--- src/rtl/core/ple_pkg.sv ---
// ----------------------------------------------------------------------------
// ple_pkg
// Shared types and constants for the positional list engine: payload
// structs, command and status codes, and the controller/datapath interface.
// ----------------------------------------------------------------------------
package ple_pkg;

  localparam int CAPACITY_DEF = 64;
  localparam int VALUE_W      = 32;
  localparam int POS_W        = 7;
  localparam int LEN_W        = 7;

  typedef enum logic [1:0] {
    CMD_READ   = 2'd0,
    CMD_WRITE  = 2'd1,
    CMD_INSERT = 2'd2,
    CMD_REMOVE = 2'd3
  } cmd_t;

  typedef enum logic [1:0] {
    ST_OK    = 2'd0,
    ST_RANGE = 2'd1,
    ST_FULL  = 2'd2
  } status_t;

  // source of the result value
  typedef enum logic [1:0] {
    RV_ZERO = 2'd0,
    RV_NEG1 = 2'd1,
    RV_DATA = 2'd2
  } rv_sel_t;

  typedef struct packed {
    cmd_t                      cmd;
    logic [POS_W-1:0]          position;
    logic signed [VALUE_W-1:0] value;
  } ple_in_t;

  typedef struct packed {
    logic signed [VALUE_W-1:0] read_value;
    status_t                   status;
    logic [LEN_W-1:0]          length;
  } ple_out_t;

  // controller to datapath
  typedef struct packed {
    logic    load_req;
    logic    idx_load_ins;
    logic    idx_load_rem;
    logic    idx_dec;
    logic    idx_inc;
    logic    rd_pos;
    logic    rd_prev;
    logic    rd_next;
    logic    wr_pos;
    logic    wr_idx;
    logic    cnt_inc;
    logic    cnt_dec;
    logic    res_set;
    status_t res_status;
    rv_sel_t res_sel;
    logic    load_out;
  } ple_cmd_t;

  // datapath to controller
  typedef struct packed {
    cmd_t cmd;
    logic pos_ok;
    logic ins_ok;
    logic full;
    logic ins_more;
    logic rem_more;
    logic out_free;
  } ple_sts_t;

endpackage

--- src/rtl/core/ple_dp.sv ---
// ----------------------------------------------------------------------------
// ple_dp
// Datapath: entry memory, length counter, shift index, request and result
// registers, and the output register.
// ----------------------------------------------------------------------------
module ple_dp #(
  parameter int CAPACITY = ple_pkg::CAPACITY_DEF
) (
  input  logic              clk,
  input  logic              rst_n,
  input  ple_pkg::ple_in_t  in_data,
  input  ple_pkg::ple_cmd_t cmd,
  output ple_pkg::ple_sts_t sts,
  output logic              out_valid,
  input  logic              out_ready,
  output ple_pkg::ple_out_t out_data
);

  localparam int AW   = $clog2(CAPACITY);
  localparam int CW   = $clog2(CAPACITY + 1);
  localparam int CMPW = ((CW > ple_pkg::POS_W) ? CW : ple_pkg::POS_W) + 1;

  logic signed [ple_pkg::VALUE_W-1:0] entry_mem [CAPACITY];

  ple_pkg::cmd_t                      req_cmd_r;
  logic [ple_pkg::POS_W-1:0]          req_pos_r;
  logic signed [ple_pkg::VALUE_W-1:0] req_val_r;
  logic [CW-1:0]                      count_r;
  logic [AW-1:0]                      idx_r;
  logic signed [ple_pkg::VALUE_W-1:0] rd_data_r;
  ple_pkg::status_t                   res_status_r;
  logic signed [ple_pkg::VALUE_W-1:0] res_value_r;
  logic                               out_valid_r;
  ple_pkg::ple_out_t                  out_r;

  logic [CMPW-1:0]                    pos_e;
  logic [CMPW-1:0]                    cnt_e;
  logic [CMPW-1:0]                    idx_e;
  logic [CMPW-1:0]                    pos_m1;
  logic [AW-1:0]                      pos_addr;
  logic                               mem_we;
  logic                               mem_re;
  logic [AW-1:0]                      mem_waddr;
  logic [AW-1:0]                      mem_raddr;
  logic signed [ple_pkg::VALUE_W-1:0] mem_wdata;
  logic signed [ple_pkg::VALUE_W-1:0] res_value_nxt;

  assign pos_e    = CMPW'(req_pos_r);
  assign cnt_e    = CMPW'(count_r);
  assign idx_e    = CMPW'(idx_r);
  assign pos_m1   = pos_e - CMPW'(1);
  assign pos_addr = pos_m1[AW-1:0];

  assign sts.cmd      = req_cmd_r;
  assign sts.pos_ok   = (pos_e != '0) && (pos_e <= cnt_e);
  assign sts.ins_ok   = (pos_e != '0) && (pos_e <= cnt_e + CMPW'(1));
  assign sts.full     = (cnt_e == CMPW'(CAPACITY));
  assign sts.ins_more = (idx_e >= pos_e);
  assign sts.rem_more = ((idx_e + CMPW'(1)) < cnt_e);
  assign sts.out_free = !out_valid_r || out_ready;

  // memory port control
  assign mem_we    = cmd.wr_pos || cmd.wr_idx;
  assign mem_waddr = cmd.wr_pos ? pos_addr : idx_r;
  assign mem_wdata = cmd.wr_pos ? req_val_r : rd_data_r;
  assign mem_re    = cmd.rd_pos || cmd.rd_prev || cmd.rd_next;

  always_comb begin
    priority if (cmd.rd_pos) begin
      mem_raddr = pos_addr;
    end else if (cmd.rd_prev) begin
      mem_raddr = idx_r - AW'(1);
    end else begin
      mem_raddr = idx_r + AW'(1);
    end
  end

  always_ff @(posedge clk) begin
    if (mem_we) begin
      entry_mem[mem_waddr] <= mem_wdata;
    end
  end

  always_ff @(posedge clk) begin
    if (mem_re) begin
      rd_data_r <= entry_mem[mem_raddr];
    end
  end

  always_comb begin
    unique case (cmd.res_sel)
      ple_pkg::RV_DATA: res_value_nxt = rd_data_r;
      ple_pkg::RV_NEG1: res_value_nxt = '1;
      default:          res_value_nxt = '0;
    endcase
  end

  // payload registers
  always_ff @(posedge clk) begin
    if (cmd.load_req) begin
      req_cmd_r <= in_data.cmd;
      req_pos_r <= in_data.position;
      req_val_r <= in_data.value;
    end
    if (cmd.idx_load_ins) begin
      idx_r <= count_r[AW-1:0];
    end else if (cmd.idx_load_rem) begin
      idx_r <= pos_addr;
    end else if (cmd.idx_dec) begin
      idx_r <= idx_r - AW'(1);
    end else if (cmd.idx_inc) begin
      idx_r <= idx_r + AW'(1);
    end
    if (cmd.res_set) begin
      res_status_r <= cmd.res_status;
      res_value_r  <= res_value_nxt;
    end
    if (cmd.load_out) begin
      out_r.read_value <= res_value_r;
      out_r.status     <= res_status_r;
      out_r.length     <= cnt_e[ple_pkg::LEN_W-1:0];
    end
  end

  // control registers
  always_ff @(posedge clk) begin
    if (!rst_n) begin
      count_r     <= '0;
      out_valid_r <= 1'b0;
    end else begin
      if (cmd.cnt_inc) begin
        count_r <= count_r + CW'(1);
      end else if (cmd.cnt_dec) begin
        count_r <= count_r - CW'(1);
      end
      if (cmd.load_out) begin
        out_valid_r <= 1'b1;
      end else if (out_ready) begin
        out_valid_r <= 1'b0;
      end
    end
  end

  assign out_valid = out_valid_r;
  assign out_data  = out_r;

endmodule

--- src/rtl/core/ple_ctrl.sv ---
// ----------------------------------------------------------------------------
// ple_ctrl
// Controller: sequences request evaluation, memory reads, the one-entry-
// per-step shift of insert and remove, and the result transfer.
// ----------------------------------------------------------------------------
module ple_ctrl (
  input  logic              clk,
  input  logic              rst_n,
  input  logic              in_valid,
  output logic              in_ready,
  input  ple_pkg::ple_sts_t sts,
  output ple_pkg::ple_cmd_t cmd
);

  typedef enum logic [2:0] {
    S_IDLE,
    S_EVAL,
    S_RD_WAIT,
    S_INS_RD,
    S_INS_WR,
    S_REM_RD,
    S_REM_WR,
    S_DONE
  } state_t;

  state_t state_r;
  state_t state_nxt;

  assign in_ready = (state_r == S_IDLE);

  always_comb begin
    cmd       = '0;
    state_nxt = state_r;
    unique case (state_r)
      S_IDLE: begin
        if (in_valid) begin
          cmd.load_req = 1'b1;
          state_nxt    = S_EVAL;
        end
      end
      S_EVAL: begin
        cmd.res_set    = 1'b1;
        cmd.res_status = ple_pkg::ST_OK;
        cmd.res_sel    = ple_pkg::RV_ZERO;
        state_nxt      = S_DONE;
        unique case (sts.cmd)
          ple_pkg::CMD_READ: begin
            if (sts.pos_ok) begin
              cmd.res_set = 1'b0;
              cmd.rd_pos  = 1'b1;
              state_nxt   = S_RD_WAIT;
            end else begin
              cmd.res_status = ple_pkg::ST_RANGE;
              cmd.res_sel    = ple_pkg::RV_NEG1;
            end
          end
          ple_pkg::CMD_WRITE: begin
            if (sts.pos_ok) begin
              cmd.wr_pos = 1'b1;
            end else begin
              cmd.res_status = ple_pkg::ST_RANGE;
            end
          end
          ple_pkg::CMD_INSERT: begin
            priority if (!sts.ins_ok) begin
              cmd.res_status = ple_pkg::ST_RANGE;
            end else if (sts.full) begin
              cmd.res_status = ple_pkg::ST_FULL;
            end else begin
              cmd.res_set      = 1'b0;
              cmd.idx_load_ins = 1'b1;
              state_nxt        = S_INS_RD;
            end
          end
          ple_pkg::CMD_REMOVE: begin
            if (sts.pos_ok) begin
              cmd.res_set      = 1'b0;
              cmd.idx_load_rem = 1'b1;
              state_nxt        = S_REM_RD;
            end else begin
              cmd.res_status = ple_pkg::ST_RANGE;
            end
          end
          default: begin
            cmd.res_status = ple_pkg::ST_RANGE;
          end
        endcase
      end
      S_RD_WAIT: begin
        cmd.res_set    = 1'b1;
        cmd.res_status = ple_pkg::ST_OK;
        cmd.res_sel    = ple_pkg::RV_DATA;
        state_nxt      = S_DONE;
      end
      S_INS_RD: begin
        if (sts.ins_more) begin
          cmd.rd_prev = 1'b1;
          state_nxt   = S_INS_WR;
        end else begin
          cmd.wr_pos     = 1'b1;
          cmd.cnt_inc    = 1'b1;
          cmd.res_set    = 1'b1;
          cmd.res_status = ple_pkg::ST_OK;
          cmd.res_sel    = ple_pkg::RV_ZERO;
          state_nxt      = S_DONE;
        end
      end
      S_INS_WR: begin
        cmd.wr_idx  = 1'b1;
        cmd.idx_dec = 1'b1;
        state_nxt   = S_INS_RD;
      end
      S_REM_RD: begin
        if (sts.rem_more) begin
          cmd.rd_next = 1'b1;
          state_nxt   = S_REM_WR;
        end else begin
          cmd.cnt_dec    = 1'b1;
          cmd.res_set    = 1'b1;
          cmd.res_status = ple_pkg::ST_OK;
          cmd.res_sel    = ple_pkg::RV_ZERO;
          state_nxt      = S_DONE;
        end
      end
      S_REM_WR: begin
        cmd.wr_idx  = 1'b1;
        cmd.idx_inc = 1'b1;
        state_nxt   = S_REM_RD;
      end
      S_DONE: begin
        if (sts.out_free) begin
          cmd.load_out = 1'b1;
          state_nxt    = S_IDLE;
        end
      end
      default: begin
        state_nxt = S_IDLE;
      end
    endcase
  end

  always_ff @(posedge clk) begin
    if (!rst_n) begin
      state_r <= S_IDLE;
    end else begin
      state_r <= state_nxt;
    end
  end

endmodule

--- src/rtl/core/positional_list_engine.sv ---
// accept to result valid: overwrite and failed requests go from evaluation to the result;
// read adds a memory read; insert and remove add an entry shift from the position to the end.
// one request in flight; the next is taken the cycle after its result is registered.
// each shifted entry is read and then written back on the entry memory.
// synchronous active-low reset clears length, controller state and output valid;
// entry memory is not cleared.
// ----------------------------------------------------------------------------
// positional_list_engine
// Ordered list of signed 32-bit values with read, overwrite, insert and
// remove at one-based positions; one result per request.
// ----------------------------------------------------------------------------
module positional_list_engine #(
  parameter int CAPACITY = ple_pkg::CAPACITY_DEF
) (
  input  logic              clk,
  input  logic              rst_n,
  input  logic              in_valid,
  output logic              in_ready,
  input  ple_pkg::ple_in_t  in_data,
  output logic              out_valid,
  input  logic              out_ready,
  output ple_pkg::ple_out_t out_data
);

  ple_pkg::ple_cmd_t cmd;
  ple_pkg::ple_sts_t sts;

  ple_ctrl u_ctrl (
    .clk      (clk),
    .rst_n    (rst_n),
    .in_valid (in_valid),
    .in_ready (in_ready),
    .sts      (sts),
    .cmd      (cmd)
  );

  ple_dp #(
    .CAPACITY (CAPACITY)
  ) u_dp (
    .clk       (clk),
    .rst_n     (rst_n),
    .in_data   (in_data),
    .cmd       (cmd),
    .sts       (sts),
    .out_valid (out_valid),
    .out_ready (out_ready),
    .out_data  (out_data)
  );

`ifndef SYNTH
  // one request at a time
  a_one_in_flight: assert property (@(posedge clk) disable iff (!rst_n)
    (in_valid && in_ready) |=> !in_ready)
    else $error("request taken while another is in progress");

  a_full_len: assert property (@(posedge clk) disable iff (!rst_n)
    (out_valid && out_data.status == ple_pkg::ST_FULL) |->
      (out_data.length == CAPACITY[ple_pkg::LEN_W-1:0]))
    else $error("list full reported below capacity");

  a_fail_value: assert property (@(posedge clk) disable iff (!rst_n)
    (out_valid && out_data.status != ple_pkg::ST_OK) |->
      (out_data.read_value == 32'sd0 || out_data.read_value == -32'sd1))
    else $error("failed request carries data");

  a_write_only_busy: assert property (@(posedge clk) disable iff (!rst_n)
    (cmd.wr_pos || cmd.wr_idx) |-> !in_ready)
    else $error("memory write while idle");
`endif

endmodule
--- config.mk ---
export PLATFORM = sky130hd
export DESIGN_NAME = positional_list_engine
export DESIGN_NICKNAME = d
export VERILOG_FILES = /design/src/rtl/core/ple_pkg.sv /design/src/rtl/core/ple_dp.sv /design/src/rtl/core/ple_ctrl.sv /design/src/rtl/core/positional_list_engine.sv
export SDC_FILE = /design/constraint.sdc
export NUM_CORES = 2
export LEC_CHECK = 0
export ABC_AREA = 1
export BUFFER_PORTS_ARGS = -buffer_cell sky130_fd_sc_hd__clkbuf_2
export CORE_UTILIZATION = 35
export CTS_BUF_LIST = sky130_fd_sc_hd__clkbuf_2
export DETAILED_ROUTE_END_ITERATION = 16
export SETUP_SLACK_MARGIN = 0.5
export SYNTH_ARGS = -nofsm -noshare
export SYNTH_HDL_FRONTEND = slang
export SYNTH_SLANG_ARGS = --single-unit
--- constraint.sdc ---
create_clock -name clk -period 8.8 [get_ports clk]
set_input_delay 0.88 -clock clk [delete_from_list [all_inputs] [get_ports clk]]
set_output_delay 0.88 -clock clk [all_outputs]
set_load 0.01 [all_outputs]
# Word level (Yosys, flattened, before mapping)
# Memories as Yosys holds them, arrays and structs flattened. A register that Yosys moved wholly into a read port is not among the register bits.
# Index checks and enable logic that the tools add are counted.
# word_totals
out_inout_bits,43
elab_cells,118
ff_bits,133
ram_bits,2048
inputBits,45
memories,1
# op_classes
reduce_logical,17
n_eq_ne,15
add_sub_neg,7
muxes,62
magnitude_cmp,4
# memory_table
name,depth,word_bits,read_ports,rd_clocked_by_memory_dff,write_ports,line,source
u_dp.entry_mem,64,32,1,1,1,ple_dp.sv:23,logic signed [ple_pkg::VALUE_W-1:0] entry_mem [CAPACITY];
# op_table
cell,n
32-bit one-hot mux with 2 select lines,1
6-bit 2-to-1 mux,8
32-bit 2-to-1 mux,1
1-bit 2-to-1 mux,31
3-bit one-hot mux with 8 select lines,1
5-bit one-hot mux with 4 select lines,1
3-bit 2-to-1 mux,6
7-bit 2-to-1 mux,2
3-bit == test (second input constant),4
2-bit 2-to-1 mux,6
6-bit by 1-bit subtractor with 6-bit output (second input constant),2
3-bit one-hot mux with 3 select lines,1
7-bit by 1-bit adder with 8-bit output (second input constant),1
7-bit by 8-bit less-or-equal comparator with 1-bit output,1
8-bit by 7-bit less-than comparator with 1-bit output,1
8-bit nonzero test,1
6-bit by 1-bit adder with 7-bit output (second input constant),1
7-bit by 1-bit adder with 7-bit output (second input constant),1
7-bit == test (second input constant),1
6-bit by 7-bit greater-or-equal comparator with 1-bit output,1
7-bit less-or-equal comparator,1
7-bit by 1-bit subtractor with 7-bit output (second input constant),1
6-bit by 1-bit adder with 6-bit output (second input constant),1
2-bit == test (second input constant),3
other kinds (16),27

# Logic depth before layout (Yosys ltp)
# depth
ltp_word,8
ltp_mapped,23
ltp_nobuf,21

# Cells and area by module
# Synthesis repeated with hierarchy kept, for this count alone.
# unflattened
cells_unflattened,8876
area_unflattened_um2,93896.3
# modules_own_cells
module,seq_area_each_um2,area_each_um2,cells_per_inst,n_inst
ple_dp,66283.6,93379.6,8786,1
ple_ctrl,60.1,516.7,90,1

# Worst setup path after synthesis
# OpenSTA, ideal clock, no wires.
# synth_path
path_type,register -> register
start,register u_dp.idx_r[2]
end,register u_dp.rd_data_r[0] (netlist name) (read register of u_dp.entry_mem) (enable)
setup_time_ns,0.533
t_arrival_ns,5.337
setup_slack_ns,2.930
path_buffers,1
stages_incl_launch_ff,11
t_required_ns,8.267
cell_sequence,edfxtp_1 -> buf_2 -> nand4_1 -> nor2_1 -> xor2_1 -> inv_1 -> ha_1 -> a21o_1 -> a21oi_1 -> nand2_1 -> o311ai_0
# synth_between
elab_chain_len,5
elab_cells_between_ends,13
# synth_rtl
element,line,source
from (decl),ple_dp.sv:29,logic [AW-1:0] idx_r;
from (signal assigned),ple_dp.sv:106,idx_r <= count_r[AW-1:0];
from (signal assigned),ple_dp.sv:108,idx_r <= pos_addr;
from (signal assigned),ple_dp.sv:110,idx_r <= idx_r - AW'(1);
6-bit by 1-bit adder with 7-bit output / 6-bit by 7-bit greater-or-equal comparator with 1-bit output (equally long branches),"ple_dp.sv:59, ple_dp.sv:58",
8-bit by 7-bit less-than comparator with 1-bit output / 1-bit 2-to-1 mux (equally long branches),"ple_dp.sv:59, ple_ctrl.sv:96",
1-bit 2-to-1 mux (on tied branches),"ple_ctrl.sv:114, ple_ctrl.sv:34",
1-bit 2-to-1 mux / 1-bit logical OR (equally long branches),"ple_ctrl.sv:34, ple_dp.sv:66",
1-bit logical OR (*),ple_dp.sv:66,assign mem_re = cmd.rd_pos || cmd.rd_prev || cmd.rd_next;
net u_dp.mem_re,ple_dp.sv:42,logic mem_re;
to (decl),ple_dp.sv:30,logic signed [ple_pkg::VALUE_W-1:0] rd_data_r;
# Mark *: on every way through the listed nets, which the timed path passes. The rest lies on a longest branch.
# A chain may end at the register's enable or synchronous reset.

# Worst setup path after layout
# layout_path
start,register u_dp.idx_r[0]
end,memory u_dp.entry_mem[62][8] (netlist name) (enable)
# layout_between
elab_chain_len,6
elab_cells_between_ends,7
# layout_rtl
element,line,source
6-bit by 7-bit greater-or-equal comparator with 1-bit output,ple_dp.sv:58,assign sts.ins_more = (idx_e >= pos_e);
1-bit 2-to-1 mux,ple_ctrl.sv:96,if (sts.ins_more) begin
1-bit one-hot mux with 2 select lines,ple_ctrl.sv:34,unique case (state_r)
1-bit logical OR,ple_dp.sv:63,assign mem_we = cmd.wr_pos || cmd.wr_idx;
1-bit 2-to-1 mux,ple_dp.sv:79,if (mem_we) begin
1-bit 2-to-1 mux (not written as such),ple_dp.sv:80,entry_mem[mem_waddr] <= mem_wdata;
to (decl),ple_dp.sv:23,
# Several ways; a longest one is shown, not always the timed one.

==> out/metrics.cfg <==
[outcome]
status = complete, but fails checks
violations = DRC

[critical_path]
reg2reg_to = u_dp.entry_mem[62][8]
cp-startpoint = u_dp.idx_r[0]
r2r_cells = 16
critPathMaxFanout = 45
reg2reg_slack_ps = 2890
cp.required_ps = 10200
end_kind = flop
start_kind = flop
worstSetupPathType = flop to flop
r2r-start = u_dp.idx_r[0]
crit_arrival_ps = 7310

[synth]
synthCells = 8002
synth_top_cell_by_area = edfxtp_1
synth_warnings = 0
netlist.area_leader.share = 0.714
ys_seq_elements = 2213
yosysSeqAreaShare = 0.717
synth_fp_nets = 8090
synth-async-reset-ratio = 0
synth_ff_type = edfxtp_1
synth_area_mm2 = 0.0926
synth_edf_count = 2202
yosys.cell_types.count = 50
netlist_top_cells_area = edfxtp_1, nand3_1, nand2_1
syn_area_per_cell_um2 = 11.6

[power_and_ir_drop]
leakage_nw = 38.3
peakVddDrop_v = 0.000496
pwr-share-comb = 0.451
switchingPower_w = 0.0172
p_int_w = 0.0198
p_per_area_mw_per_mm2 = 361
pwr-share-seq = 0.368
clkPwrFrac = 0.182
swShare = 0.464

[hold_path]
hp-class = input port to flop
worstHoldPathCells = 3
holdPathEnd = u_dp.req_val_r[26]
hp-start = in_data[26]

[layout]
finalNetCount = 8487
mostFrequentLayoutCell = nand2_1
fin_util = 0.391
n_fill_cell = 25100
area_growth_pct = 10.9
most-common-layout-cells = nand2_1, edfxtp_1, nand3_1, clkbuf_2, inv_1
final-seq-area_mm2 = 0.0663
layout-drive-gt1-share = 0.141
multi_input_area_mm2 = 0.0230

[clock_tree]
clockBufferDepth = 4
root_buffer = clkbuf_2
ctsHtreeMaxLevel = 6
cts_tree = built
clk_pin_slew_ps = 140
clk_latency_ps = 1890
tritoncts.num_buffers = 574
clock-sinks = 2213

[placement]
port_buffers = 87
gp_congestion = 0.846
dp_hpwl_mm = 142

[detailed_routing]
vias = 65400
vias_per_cell = 5.32
drt_wl_total_mm = 280
ant_nets = 0
wire_per_inst_um = 22.8
firstDrtPassIters = 12
drc = 2
drtIter0Drc = 7617

[grt]
grt_pass1_vias = 63000
grt_max_degree = 183
grt.total_usage = 0.206
antenna_found_initial = 15
grt_pass1_wl_mm = 409
overflow = 0

[floorplanning]
core_mm2 = 0.263
ios = 88
die_area_mm2 = 0.267
rows = 188
die_x_um = 516
start_util = 0.352
die_h_um = 516

[timing]
setup_viol = 0
worstMarginPinSlew_ps = 1360
post-route-period-util = 0.672
drv_slew = 0
hold_viol = 0
timing.final.crit_period_ps = 5910
rsz0062_at_grt = no
skew_ps = 143
slew_headroom = 0.0923
fmax_mhz = 169
fin_tns_setup_ps = 0

[run]
maxCapViolCount = 0

power by group through the flow:
stage                     sequential [W]  clock [W]  combinational (W)
after floorplan                   0.0138          0            0.00992
after global placement            0.0138          0             0.0162
after detailed placement          0.0138          0             0.0164
after CTS                         0.0136    0.00687             0.0164
after global routing              0.0137    0.00739             0.0179
final                             0.0136    0.00673             0.0167
sequential cells by signal (all words and copies together), names as in the netlist:
| register | cells |
|---|---|
| u_dp.req_val_r | 32 |
| u_dp.res_value_r | 32 |
| u_dp.req_pos_r | 7 |
| u_dp.res_status_r | 2 |
| u_dp.out_valid | 1 |
| u_dp.rd_data_r | 32 |
| u_dp.count_r | 7 |
| u_dp.req_cmd_r | 2 |
| u_dp.entry_mem | 2048 |
| u_dp.idx_r | 6 |
| u_ctrl.state_r | 3 |
| u_dp.out_data | 41 |
synthesized netlist by cell type, types with 3 or more instances:
cell and count:
buf_2 356, buf_4 32, xnor2_1 3, edfxtp_1 2202, nor3_1 15, nand3b_1 97, a21oi_1 55, nor2_1 91
inv_1 361, xor2_1 17, dfxtp_1 11, nand4_1 8, buf_1 10, nand2_4 4, nand2_1 2321, ha_1 42
o21ai_0 28, o211ai_1 6, nand2_2 5, clkbuf_1 121, nand3_1 2170, inv_2 9, o21ai_1 7
per-layer routing:
| layer | routed length (µm) | vias up | track usage |
|---|---|---|---|
| li1 | - | 29200 | - |
| met1 | 113000 | 32100 | 0.276 |
| met2 | 127000 | 3623 | 0.321 |
| met3 | 30900 | 499 | 0.0504 |
| met4 | 8660 | 12 | 0.0808 |
| met5 | 83 | - | 0 |
layout make-up:
| cell class | count | share of cell area |
|---|---|---|
| Antenna cell | 5 | 0.000122 |
| Clock buffer | 815 | 0.0397 |
| Clock inverter | 123 | 0.00623 |
| Inverter | 372 | 0.0139 |
| Multi-Input combinational cell | 4898 | 0.224 |
| Sequential cell | 2213 | 0.646 |
| Tap cell | 3515 | 0.0428 |
| Timing Repair Buffer | 340 | 0.0270 |
per-stage QoR:
step	setup WS, ps	cell area, µm²	power, W	std cells	hold WS [ps]
finish	2890	103000	0.0371	12300	265
global route	2540	103000	0.0389	12300	158
CTS	2990	103000	0.0369	12300	1.65
detailed placement	3050	97000	0.0302	11200	405
global placement	3000	97000	0.0300	11200	403
floorplan	2930	92600	0.0237	8002	400
critical path, stage by stage (launching register included):
cell	delay, ps
edfxtp_1	540
inv_1	320
ha_1	300
nand2_1	70
nor2_1	50
nand3_1	60
nand3_1	240
nor3_2	270
inv_2	160
nand2_4	410
inv_2	360
or2_1	330
o21ai_2	180
inv_2	50
nor2_1	240
nand3_1	680
nor2_4	1140
worst max path at each step:
stage / end / depth (start not counted)
floorplan: u_dp.rd_data_r[0] / 10
global placement: u_dp.entry_mem[62][1] / 16
detailed placement: u_dp.entry_mem[62][3] / 16
CTS: u_dp.entry_mem[62][8] / 16
global route: u_dp.entry_mem[62][8] / 16
finish: u_dp.entry_mem[62][8] / 16
logic make-up after synthesis:
kind of cell,Yosys count,share of synthesized area
buf+inv,891,0.0423
mux,1,0.000122
fa+ha+maj,43,0.00589
compound gates,109,0.00643
flops,2213,0.717
simple gates,4725,0.227
xor+xnor,20,0.00189
timing repair:
action / in CTS / in global routing
hold buffers: 91 / 0
endpoints found under the hold margin: 134 / 0
resized for setup: 0 / 0
buffers inserted: 0 / 0
No activity file was read; power rests on OpenSTA's default activity.
